==> config.mk <==
export PLATFORM = sky130hd
export DESIGN_NAME = region_sample_statistics_top
export DESIGN_NICKNAME = d
export VERILOG_FILES = /design/src/rtl/core/rss_pkg.sv /design/src/rtl/core/rss_ctrl.sv /design/src/rtl/core/rss_datapath.sv /design/src/rtl/core/region_sample_statistics_top.sv
export SDC_FILE = /design/constraint.sdc
export NUM_CORES = 2
export LEC_CHECK = 0
export BUFFER_PORTS_ARGS = -buffer_cell sky130_fd_sc_hd__buf_2
export CORE_UTILIZATION = 45
export DETAILED_ROUTE_END_ITERATION = 10
export GPL_ROUTABILITY_DRIVEN = 0
export GPL_TIMING_DRIVEN = 0
export SLEW_MARGIN = 20
export SYNTH_ARGS = -nofsm -noshare
export SYNTH_HDL_FRONTEND = slang
export SYNTH_SLANG_ARGS = --single-unit
==> constraint.sdc <==
create_clock -name aclk -period 14.4 [get_ports aclk]
set_input_delay 0.72 -clock aclk [delete_from_list [all_inputs] [get_ports aclk]]
set_output_delay 0.72 -clock aclk [all_outputs]
set_load 0.1 [all_outputs]
==> src/rtl/core/rss_pkg.sv <==
package rss_pkg;

    typedef enum logic [2:0] {
        ST_IDLE,
        ST_START,
        ST_MUL_SQ,
        ST_MUL_SUM,
        ST_DIV_MEAN,
        ST_DIV_VAR,
        ST_SQRT,
        ST_OUT
    } state_t;

    typedef struct packed {
        logic accept;
        logic load_mul_sq;
        logic load_mul_sum;
        logic save_nsq;
        logic load_div_mean;
        logic save_mean;
        logic load_div_var;
        logic load_sqrt;
        logic load_out;
    } cmd_t;

    typedef struct packed {
        logic mul_done;
        logic div_done;
        logic sqrt_done;
        logic out_free;
    } status_t;

    localparam int unsigned VOLUME_BITS = 48;
    localparam int unsigned VOXEL_BITS  = 32;
    localparam logic [VOXEL_BITS-1:0] VOXEL_RESET = 32'd65536;

endpackage

==> src/rtl/core/rss_ctrl.sv <==
module rss_ctrl (
    input  logic              aclk,
    input  logic              aresetn,
    input  logic              s_valid,
    input  logic              s_end_of_set,
    output logic              s_ready,
    input  rss_pkg::status_t  status,
    output rss_pkg::cmd_t     cmd
);

    rss_pkg::state_t state_reg;
    rss_pkg::state_t state_next;

    always_ff @(posedge aclk) begin
        if (!aresetn) begin
            state_reg <= rss_pkg::ST_IDLE;
        end else begin
            state_reg <= state_next;
        end
    end

    always_comb begin
        state_next = state_reg;
        unique case (state_reg)
            rss_pkg::ST_IDLE: begin
                if (s_valid && s_end_of_set) state_next = rss_pkg::ST_START;
            end
            rss_pkg::ST_START: begin
                state_next = rss_pkg::ST_MUL_SQ;
            end
            rss_pkg::ST_MUL_SQ: begin
                if (status.mul_done) state_next = rss_pkg::ST_MUL_SUM;
            end
            rss_pkg::ST_MUL_SUM: begin
                if (status.mul_done) state_next = rss_pkg::ST_DIV_MEAN;
            end
            rss_pkg::ST_DIV_MEAN: begin
                if (status.div_done) state_next = rss_pkg::ST_DIV_VAR;
            end
            rss_pkg::ST_DIV_VAR: begin
                if (status.div_done) state_next = rss_pkg::ST_SQRT;
            end
            rss_pkg::ST_SQRT: begin
                if (status.sqrt_done) state_next = rss_pkg::ST_OUT;
            end
            rss_pkg::ST_OUT: begin
                if (status.out_free) state_next = rss_pkg::ST_IDLE;
            end
            default: state_next = rss_pkg::ST_IDLE;
        endcase
    end

    always_comb begin
        cmd     = '0;
        s_ready = 1'b0;
        unique case (state_reg)
            rss_pkg::ST_IDLE: begin
                s_ready    = 1'b1;
                cmd.accept = s_valid;
            end
            // closing sample is in the accumulators by now
            rss_pkg::ST_START: begin
                cmd.load_mul_sq = 1'b1;
            end
            rss_pkg::ST_MUL_SQ: begin
                cmd.save_nsq     = status.mul_done;
                cmd.load_mul_sum = status.mul_done;
            end
            rss_pkg::ST_MUL_SUM: begin
                cmd.load_div_mean = status.mul_done;
            end
            rss_pkg::ST_DIV_MEAN: begin
                cmd.save_mean    = status.div_done;
                cmd.load_div_var = status.div_done;
            end
            rss_pkg::ST_DIV_VAR: begin
                cmd.load_sqrt = status.div_done;
            end
            rss_pkg::ST_SQRT: begin
            end
            rss_pkg::ST_OUT: begin
                cmd.load_out = status.out_free;
            end
            default: begin
            end
        endcase
    end

endmodule

==> src/rtl/core/rss_datapath.sv <==
module rss_datapath #(
    parameter int unsigned SAMPLE_BITS = 20,
    parameter int unsigned COUNT_BITS  = 16
) (
    input  logic                                aclk,
    input  logic                                aresetn,
    input  rss_pkg::cmd_t                       cmd,
    output rss_pkg::status_t                    status,
    input  logic signed [SAMPLE_BITS-1:0]       s_sample,
    input  logic                                s_has_sample,
    input  logic                                cfg_valid,
    input  logic [rss_pkg::VOXEL_BITS-1:0]      cfg_data,
    output logic                                m_valid,
    input  logic                                m_ready,
    output logic [COUNT_BITS-1:0]               m_point_count,
    output logic [rss_pkg::VOLUME_BITS-1:0]     m_region_volume,
    output logic signed [SAMPLE_BITS-1:0]       m_mean_value,
    output logic [SAMPLE_BITS-2:0]              m_std_dev,
    output logic signed [SAMPLE_BITS-1:0]       m_min_value,
    output logic signed [SAMPLE_BITS-1:0]       m_max_value,
    output logic                                m_empty_error,
    output logic                                m_count_overflow
);

    localparam int unsigned SB     = SAMPLE_BITS;
    localparam int unsigned CB     = COUNT_BITS;
    localparam int unsigned SUM_W  = SB + CB;
    localparam int unsigned SQ_RAW = 2 * SB - 2 + CB;
    localparam int unsigned SQ_W   = (SQ_RAW > 64) ? 64 : SQ_RAW;
    localparam int unsigned NSQ_W  = CB + SQ_W;
    localparam int unsigned PROD_W = (NSQ_W > 2 * SUM_W) ? NSQ_W : 2 * SUM_W;
    localparam int unsigned QW     = 2 * SB - 1;
    localparam int unsigned DW     = 2 * CB;
    localparam int unsigned HI_W   = PROD_W - QW;
    localparam int unsigned CMP_W  = (HI_W > DW) ? HI_W : DW;
    localparam int unsigned RW     = 2 * SB;
    localparam int unsigned VP_RAW = CB + rss_pkg::VOXEL_BITS;
    localparam int unsigned VP_W   = (VP_RAW > rss_pkg::VOLUME_BITS) ?
                                     VP_RAW : rss_pkg::VOLUME_BITS + 1;
    localparam int unsigned MC_W   = $clog2(SUM_W + 1);
    localparam int unsigned DC_W   = $clog2(QW + 1);
    localparam int unsigned RC_W   = $clog2(SB + 1);

    localparam logic [CB-1:0]   COUNT_MAX = {CB{1'b1}};
    localparam logic [SB-2:0]   STD_MAX   = {(SB-1){1'b1}};
    localparam logic [VP_W-1:0] VOL_MAX   = VP_W'({rss_pkg::VOLUME_BITS{1'b1}});

    // configuration
    logic [rss_pkg::VOXEL_BITS-1:0] voxel_reg;

    always_ff @(posedge aclk) begin
        if (!aresetn) begin
            voxel_reg <= rss_pkg::VOXEL_RESET;
        end else if (cfg_valid) begin
            voxel_reg <= cfg_data;
        end
    end

    // accumulators
    logic [CB-1:0]           count_reg;
    logic signed [SUM_W-1:0] sum_reg;
    logic [SQ_W-1:0]         sq_reg;
    logic signed [SB-1:0]    min_reg;
    logic signed [SB-1:0]    max_reg;
    logic                    ovf_reg;

    logic [SB-1:0]   mag;
    logic [2*SB-1:0] sq;
    logic [SQ_W:0]   sq_sum;

    assign mag    = s_sample[SB-1] ? (~s_sample + 1'b1) : s_sample;
    assign sq     = mag * mag;
    assign sq_sum = (SQ_W + 1)'(sq_reg) + (SQ_W + 1)'(sq);

    always_ff @(posedge aclk) begin
        if (!aresetn || cmd.load_out) begin
            count_reg <= '0;
            sum_reg   <= '0;
            sq_reg    <= '0;
            min_reg   <= '0;
            max_reg   <= '0;
            ovf_reg   <= 1'b0;
        end else if (cmd.accept && s_has_sample) begin
            if (count_reg == COUNT_MAX) begin
                ovf_reg <= 1'b1;
            end else begin
                count_reg <= count_reg + 1'b1;
                sum_reg   <= sum_reg + SUM_W'(s_sample);
                sq_reg    <= sq_sum[SQ_W] ? {SQ_W{1'b1}} : sq_sum[SQ_W-1:0];
                if (count_reg == '0 || s_sample < min_reg) min_reg <= s_sample;
                if (count_reg == '0 || s_sample > max_reg) max_reg <= s_sample;
            end
        end
    end

    logic [SUM_W-1:0] abs_sum;
    assign abs_sum = sum_reg[SUM_W-1] ? (~sum_reg + 1'b1) : sum_reg;

    // serial shift-add multiplier
    logic [PROD_W-1:0] mcand_reg;
    logic [SUM_W-1:0]  mplier_reg;
    logic [PROD_W-1:0] acc_reg;
    logic [MC_W-1:0]   mcnt_reg;
    logic [PROD_W-1:0] nsq_reg;

    always_ff @(posedge aclk) begin
        if (!aresetn) begin
            mcnt_reg <= '0;
        end else if (cmd.load_mul_sq || cmd.load_mul_sum) begin
            mcnt_reg <= MC_W'(SUM_W);
        end else if (mcnt_reg != '0) begin
            mcnt_reg <= mcnt_reg - 1'b1;
        end
    end

    always_ff @(posedge aclk) begin
        if (cmd.save_nsq) nsq_reg <= acc_reg;
        if (cmd.load_mul_sq) begin
            mcand_reg  <= PROD_W'(sq_reg);
            mplier_reg <= SUM_W'(count_reg);
            acc_reg    <= '0;
        end else if (cmd.load_mul_sum) begin
            mcand_reg  <= PROD_W'(abs_sum);
            mplier_reg <= abs_sum;
            acc_reg    <= '0;
        end else if (mcnt_reg != '0) begin
            if (mplier_reg[0]) acc_reg <= acc_reg + mcand_reg;
            mcand_reg  <= mcand_reg << 1;
            mplier_reg <= mplier_reg >> 1;
        end
    end

    // restoring divider, saturating quotient
    logic [PROD_W-1:0] div_x;
    logic [DW-1:0]     div_d;
    logic [DW-1:0]     rem_reg;
    logic [DW-1:0]     dsr_reg;
    logic [QW-1:0]     num_reg;
    logic [QW-1:0]     quo_reg;
    logic [DC_W-1:0]   dcnt_reg;
    logic [HI_W-1:0]   div_hi;
    logic              div_sat;
    logic [DW:0]       trial;
    logic              trial_ok;

    always_comb begin
        if (cmd.load_div_var) begin
            div_x = (nsq_reg >= acc_reg) ? (nsq_reg - acc_reg) : '0;
            div_d = DW'(count_reg) * DW'(count_reg - 1'b1);
        end else begin
            div_x = PROD_W'({abs_sum, 1'b0}) + PROD_W'(count_reg);
            div_d = DW'({count_reg, 1'b0});
        end
    end

    assign div_hi   = div_x[PROD_W-1:QW];
    assign div_sat  = CMP_W'(div_hi) >= CMP_W'(div_d);
    assign trial    = {rem_reg, num_reg[QW-1]};
    assign trial_ok = trial >= (DW + 1)'(dsr_reg);

    always_ff @(posedge aclk) begin
        if (!aresetn) begin
            dcnt_reg <= '0;
        end else if (cmd.load_div_mean || cmd.load_div_var) begin
            dcnt_reg <= div_sat ? '0 : DC_W'(QW);
        end else if (dcnt_reg != '0) begin
            dcnt_reg <= dcnt_reg - 1'b1;
        end
    end

    always_ff @(posedge aclk) begin
        if (cmd.load_div_mean || cmd.load_div_var) begin
            dsr_reg <= div_d;
            rem_reg <= DW'(div_hi);
            num_reg <= div_x[QW-1:0];
            quo_reg <= div_sat ? {QW{1'b1}} : '0;
        end else if (dcnt_reg != '0) begin
            rem_reg <= trial_ok ? DW'(trial - (DW + 1)'(dsr_reg)) : DW'(trial);
            num_reg <= num_reg << 1;
            quo_reg <= {quo_reg[QW-2:0], trial_ok};
        end
    end

    logic signed [SB-1:0] mean_reg;

    always_ff @(posedge aclk) begin
        if (cmd.save_mean) begin
            mean_reg <= sum_reg[SUM_W-1] ? -quo_reg[SB-1:0] : quo_reg[SB-1:0];
        end
    end

    // digit-by-digit square root, one result bit per step
    logic [RW-1:0]   rx_reg;
    logic [RW-1:0]   rr_reg;
    logic [RW-1:0]   rb_reg;
    logic [RC_W-1:0] rcnt_reg;
    logic [RW-1:0]   r_plus_b;

    assign r_plus_b = rr_reg + rb_reg;

    always_ff @(posedge aclk) begin
        if (!aresetn) begin
            rcnt_reg <= '0;
        end else if (cmd.load_sqrt) begin
            rcnt_reg <= RC_W'(SB);
        end else if (rcnt_reg != '0) begin
            rcnt_reg <= rcnt_reg - 1'b1;
        end
    end

    always_ff @(posedge aclk) begin
        if (cmd.load_sqrt) begin
            rx_reg <= RW'(quo_reg);
            rr_reg <= '0;
            rb_reg <= RW'(1) << (RW - 2);
        end else if (rcnt_reg != '0) begin
            if (rx_reg >= r_plus_b) begin
                rx_reg <= rx_reg - r_plus_b;
                rr_reg <= (rr_reg >> 1) + rb_reg;
            end else begin
                rr_reg <= rr_reg >> 1;
            end
            rb_reg <= rb_reg >> 2;
        end
    end

    logic [SB-2:0] std_clamped;
    assign std_clamped = (rr_reg[SB-1:0] > SB'(STD_MAX)) ? STD_MAX : rr_reg[SB-2:0];

    // volume
    logic [VP_RAW-1:0] vol_prod;
    logic [VP_W-1:0]   vol_ext;
    assign vol_prod = VP_RAW'(count_reg) * VP_RAW'(voxel_reg);
    assign vol_ext  = VP_W'(vol_prod);

    // output register
    logic m_valid_reg;
    logic out_free;

    assign out_free = !m_valid_reg || m_ready;

    always_ff @(posedge aclk) begin
        if (!aresetn) begin
            m_valid_reg <= 1'b0;
        end else if (cmd.load_out) begin
            m_valid_reg <= 1'b1;
        end else if (m_ready) begin
            m_valid_reg <= 1'b0;
        end
    end

    always_ff @(posedge aclk) begin
        if (cmd.load_out) begin
            m_point_count    <= count_reg;
            m_region_volume  <= (vol_ext > VOL_MAX) ? {rss_pkg::VOLUME_BITS{1'b1}}
                                                    : vol_ext[rss_pkg::VOLUME_BITS-1:0];
            m_mean_value     <= (count_reg != '0) ? mean_reg : '0;
            m_std_dev        <= (count_reg > CB'(1)) ? std_clamped : '0;
            m_min_value      <= min_reg;
            m_max_value      <= max_reg;
            m_empty_error    <= (count_reg == '0);
            m_count_overflow <= ovf_reg;
        end
    end

    assign m_valid = m_valid_reg;

    assign status.mul_done  = (mcnt_reg == '0);
    assign status.div_done  = (dcnt_reg == '0);
    assign status.sqrt_done = (rcnt_reg == '0);
    assign status.out_free  = out_free;

endmodule

==> src/rtl/core/region_sample_statistics_top.sv <==
// Region sample statistics. Each input item may carry one signed fixed-point sample
// (has_sample) and may close the set (end_of_set); a closing item yields one result
// with the count, count times voxel volume, rounded mean, sample standard deviation,
// min and max, then clears the accumulators. An item without end_of_set does not
// drop s_ready. A closing item holds s_ready low through a start state, the
// bit-serial multiplier run twice, the restoring divider run twice, the
// one-bit-per-cycle square root and the output load; an empty set finishes sooner since
// its divisions end at once, and the output load waits while an earlier result is
// still held. A finished result waits in the output register while the next set
// accumulates. voxel_volume must be written through cfg_* only while idle; the
// block itself does not enforce this.
module region_sample_statistics_top #(
    parameter int unsigned SAMPLE_BITS = 20,
    parameter int unsigned COUNT_BITS  = 16
) (
    input  logic                              aclk,
    input  logic                              aresetn,
    input  logic                              cfg_valid,
    output logic                              cfg_ready,
    input  logic [rss_pkg::VOXEL_BITS-1:0]    cfg_data,
    input  logic                              s_valid,
    output logic                              s_ready,
    input  logic signed [SAMPLE_BITS-1:0]     s_sample,
    input  logic                              s_has_sample,
    input  logic                              s_end_of_set,
    output logic                              m_valid,
    input  logic                              m_ready,
    output logic [COUNT_BITS-1:0]             m_point_count,
    output logic [rss_pkg::VOLUME_BITS-1:0]   m_region_volume,
    output logic signed [SAMPLE_BITS-1:0]     m_mean_value,
    output logic [SAMPLE_BITS-2:0]            m_std_dev,
    output logic signed [SAMPLE_BITS-1:0]     m_min_value,
    output logic signed [SAMPLE_BITS-1:0]     m_max_value,
    output logic                              m_empty_error,
    output logic                              m_count_overflow
);

    rss_pkg::cmd_t    cmd;
    rss_pkg::status_t status;

    assign cfg_ready = 1'b1;

    rss_ctrl u_ctrl (
        .aclk         (aclk),
        .aresetn      (aresetn),
        .s_valid      (s_valid),
        .s_end_of_set (s_end_of_set),
        .s_ready      (s_ready),
        .status       (status),
        .cmd          (cmd)
    );

    rss_datapath #(
        .SAMPLE_BITS (SAMPLE_BITS),
        .COUNT_BITS  (COUNT_BITS)
    ) u_datapath (
        .aclk             (aclk),
        .aresetn          (aresetn),
        .cmd              (cmd),
        .status           (status),
        .s_sample         (s_sample),
        .s_has_sample     (s_has_sample),
        .cfg_valid        (cfg_valid),
        .cfg_data         (cfg_data),
        .m_valid          (m_valid),
        .m_ready          (m_ready),
        .m_point_count    (m_point_count),
        .m_region_volume  (m_region_volume),
        .m_mean_value     (m_mean_value),
        .m_std_dev        (m_std_dev),
        .m_min_value      (m_min_value),
        .m_max_value      (m_max_value),
        .m_empty_error    (m_empty_error),
        .m_count_overflow (m_count_overflow)
    );

endmodule

After elaboration in Yosys (flattened, before gate mapping). Cells that the tools add are included.

Input port bits: 59. Word-level logic and storage cells: 173. Bits in registers: 859.

Add/sub/neg operators: 17. Equality and inequality tests: 15. Reduce and logical (&&, ||, !) cells: 37. $lt $le $gt $ge: 9. Multipliers: 3. Bitwise gates (word level): 4. Mux-type cells: 51.

Operators by type and width (number): 2-to-1 mux 39 bit (8); 2-to-1 mux 54 bit (4); 2-to-1 mux 72 bit (2); 2-to-1 mux 32 bit (4); 2-to-1 mux 36 bit (3); adder 72 bit (1); >= comparator 72 bit (1); subtractor 72 bit (1); >= comparator 33 x 32 -> 1 bit (2); adder 54 x 40 -> 55 bit (1); greater-than comparator 48 bit, second input constant (1); multiplier 16 x 32 -> 48 bit (1); adder 39 x 39 -> 40 bit (1); adder 40 x 39 -> 40 bit (1); >= comparator 40 bit (1); multiplier 20 x 20 -> 40 bit (1); 2-to-1 mux 20 bit (2); 2-to-1 mux 40 bit (1); subtractor 40 bit (1); adder 37 x 16 -> 38 bit (1); adder 36 x 1 -> 36 bit, second input constant (1); adder 36 x 20 -> 36 bit (1); NOT 36 bit (1); multiplier 16 x 32 -> 32 bit (1); 43 further kinds (94).

Logic depth before layout (Yosys ltp).
Depth after elaboration: 8. Depth in mapped cells: 45.

Hierarchy. From an unflattened synthesis, not the netlist that was laid out.

Cells, all modules: 10017. Area total of the unflattened synthesis: 90075.1 um2.

By module, submodules not included: rss_datapath (sequential area each 21991.1 um2, instances 1, area each 89802.4 um2, cells each 9983); rss_ctrl (sequential area each 60.1 um2, instances 1, area each 261.5 um2, cells each 32); region_sample_statistics_top (sequential area each 0.0 um2, instances 1, area each 11.3 um2, cells each 2).

Worst setup path before layout. OpenSTA, ideal clock, no wires.

Path type: input to register. Start point: input port s_sample[0]. End point: register u_datapath.sq_reg[12]. Required time: 14278 ps. Setup slack: 4926 ps. Path buffers: 5. Library setup time: 122 ps. Data arrival time: 9352 ps. Stages on the path: 33. Cells stage by stage: inv_1 clkbuf_1 ha_1 nand2_1 or4_1 nand2b_1 or4_1 o41ai_2 xor2_1 clkbuf_1 nor2_1 fa_1 inv_1 fa_1 inv_1 fa_1 fa_1 fa_1 fa_1 ha_1 ha_1 clkbuf_1 a21o_1 a211oi_1 o21ai_0 a211oi_1 nor2b_1 nor4b_2 o31ai_2 a31oi_1 buf_2 buf_2 a21oi_1.

Word-level cells in the longest chain between the ends: 6.

RTL lines: from (decl) (RTL line region_sample_statistics_top.sv:23) `input logic signed [SAMPLE_BITS-1:0] s_sample,`; NOT 20 bit (RTL line rss_datapath.sv:71) `assign mag = s_sample[SB-1] ? (~s_sample + 1'b1) : s_sample;`; adder 20 x 1 -> 20 bit (RTL line rss_datapath.sv:71); 2-to-1 mux 20 bit * (RTL line rss_datapath.sv:71); multiplier 20 x 20 -> 40 bit * (RTL line rss_datapath.sv:72) `assign sq = mag * mag;`; adder 54 x 40 -> 55 bit * (RTL line rss_datapath.sv:73) `assign sq_sum = (SQ_W + 1)'(sq_reg) + (SQ_W + 1)'(sq);`; 2-to-1 mux 54 bit * (RTL line rss_datapath.sv:89) `sq_reg <= sq_sum[SQ_W] ? {SQ_W{1'b1}} : sq_sum[SQ_W-1:0];`; to (signal assigned) (RTL line rss_datapath.sv:89); to (decl) (RTL line rss_datapath.sv:62) `logic [SQ_W-1:0] sq_reg;`.

Mark *: on every way between the ends. The rest lies on a longest branch, timed or not. A chain may end at the register's enable or synchronous reset.

Worst setup path after layout.
Start point: input port s_sample[0]. End point: register u_datapath.sq_reg[51].

The elaborated chain is that of the path after synthesis.

==> metrics.txt <==
H-tree depth=3; Placement Cell Area=roughly 95000 sq um; Final min period=12.14 ns; crit end category=flop; worst slew pin tran=1.29 ns; final hold vios=0; largest stage delay on the critical path=around 0.77 ns; Most common cell on crit path=fa_1; Critical Path RT=15.03 ns; crit path launch type=primary input; Slew Limit Fails=0; CTS Root Cell=clkbuf_16; CTS Hold Buffers Added=0; r2r worst-path depth=40; Die Wd=~450 um; cell area after layout=98800 sq um; clock buffer depth=3; utilization after layout=49.5%; RSZ-0062 raised after global routing=false; clk slew on worst S/H paths=approximately 0.060 ns; max cap viols=0; Post-synth EDFFs=around 490; DP Wirelength=~230000 um; VDD IR max=0.000513 V; Initial Util=45.3%; Post-Route WL=279000 um; vias in the first global route=74100; Filler cells=between 15000 and 20000; final hold slack=0.177 ns; Clock Sinks=858; Max Fclk=82.4 MHz; post-cts resize count=0; Crit path arrival time=12.78 ns; register cell area after layout=around 22000 sq um; first drt pass iteration count=8; Via Count=73000; Ys Warns=0; CTS buffer count=99; io pins=207; area of the multi-input gates=61900 sq um; synthesized cell area=approximately 90000 sq um; slowest cell on the critical path=xor2_1; static leakage=43.5 nW; Critical Path Stages=36; 1st-iter DRT viols=approximately 6000; ys async rst share=0%; global-route wire length before repair=434000 um; hold depth=3; Min-Delay Path Class=in2reg; number of instances in the placed design=13000; Wirelength per Cell=~21 um; Core Region=200000 sq um; Cells after Synth=10000; Final Cycle Share=between 80% and 90%; number of synthesized register bits=858; grt ovf=0; antenna viol nets, final=0; Die H=approximately 450 um; relative slew slack=13.4%; CTS tree=yes; CP top delay family=adder cells; Synth cell types=around 100; largest net degree at the start of global routing=57; crit path max fanout=11; crit path buf inv count=9; Post-Syn Area per Cell=8.99 sq um; residual DRC count=0; die area=203000 sq um; final std cells w/o fill=13200; postcts setup bufs=0; initial antenna violation count=15; register area share after synthesis=24.4%; Main synth FF type=edfxtp_1; Worst Setup Path Type=in2reg; Fin Setup TNS=0 ns; status=finished clean; gr usage total=27.5%; PwrDens=247 nW/um^2; # nets final=12200; fraction of layout cells with a size suffix above 1=4.92%; area grow syn2layout=9.38%; Port-buffer cells=203; via count normalized by instance count=5.55; Clock Skew=0.0317 ns; number of core rows=164; clock latency on the worst-skew pair=0.76 ns; final setup vio count=0
## layout make-up
class / count / area share [%]
timing repair buffer: 221 / 1.38
antenna: 7 / 0.0177
buffer: 470 / 1.86
clock buffer: 143 / 2.94
multi-input combinational: 7422 / 62.6
tap: 2656 / 3.36
sequential: 858 / 22.3
clock inverter: 44 / 0.478
inverter: 1336 / 5.07
## worst min-delay path, stage by stage
cell and delay (ns):
buf_2 0.08, mux2i_1 0.05, nand2_1 0.05
## cells in the mapped netlist, drive strengths merged (32+ instances only)
cell type | n | area, sq um
a211oi | 87 | 663
a21o | 245 | 1840
a21oi | 681 | 3410
a221oi | 32 | 293
a31oi | 75 | 469
and2 | 223 | 1400
and3 | 49 | 307
buf | 70 | 318
clkbuf | 400 | 1500
dfxtp | 371 | 7430
edfxtp | 487 | 14600
fa | 1011 | 20200
ha | 742 | 9280
inv | 1326 | 4980
mux2i | 95 | 951
nand2 | 1157 | 4350
nand2b | 189 | 1180
nand3 | 143 | 721
nand4 | 82 | 513
nor2 | 766 | 2880
nor2b | 150 | 938
nor3 | 93 | 470
o211ai | 41 | 313
o21a | 64 | 480
o21ai | 455 | 2280
o21bai | 80 | 601
o31ai | 42 | 325
or3 | 46 | 288
xnor2 | 321 | 2810
xor2 | 204 | 1790
## metrics by stage
step / setup WS [ns] / power (mW)
after global placement: -1.05 / 21.3
after global routing: 1.93 / 26.8
after floorplan: 4.93 / 17.4
after detailed placement: 1.67 / 21.5
final: 2.26 / 24.4
after CTS: 2.43 / 24.4
## layout by cell type (no fill, tap or decap), drive strengths merged, types with 93 or more instances in the layout
cell type / n
ha: 742
edfxtp: 487
buf: 291
mux2i: 95
inv: 1332
xor2: 204
nand2b: 189
nor2: 766
nor2b: 150
o21ai: 455
a21oi: 681
fa: 1011
nor3: 93
clkbuf: 543
xnor2: 321
dfxtp: 371
nand3: 143
and2: 223
a21o: 245
nand2: 1157
## kinds of logic after synthesis
family          count (synthesis)  synth area share [%]
flops                         858                  24.4
buf+inv                      1806                  7.56
xor+xnor                      525                  5.10
simple gates                 2993                  15.3
other cells                     2               0.00831
compound gates               2013                  13.9
mux                            98                  1.09
fa+ha+maj                    1753                  32.7
## path summary, 6_finish.rpt
check                                              from                          end  slack [ns]
worst min-delay path                       cfg_data[16]     u_datapath.voxel_reg[16]        0.18
worst min register to register       u_datapath.ovf_reg  u_datapath.m_count_overflow        0.44
worst max register to register  u_datapath.count_reg[0]        u_datapath.quo_reg[2]        2.65
worst max-delay path                        s_sample[0]        u_datapath.sq_reg[51]        2.26
## metal layers
layer  track usage (%)  vias up  share of wire (%)
li1                  -    34000                  -
met1              36.0    36000                 42
met2              43.9     2540                 45
met3              5.72      545                7.5
met4              11.7        8                4.8
met5                 0        -              0.039
## where the power goes
| group | leakage (nW) | total [mW] | switching (mW) | internal (mW) |
|---|---|---|---|---|
| Combinational | 34.0 | 17.6 | 10.5 | 7.13 |
| Clock | 1.66 | 2.67 | 1.14 | 1.53 |
| Sequential | 7.83 | 4.13 | 0.586 | 3.55 |
| Total | 43.5 | 24.4 | 12.2 | 12.2 |
No activity file was read; power rests on OpenSTA's default activity.
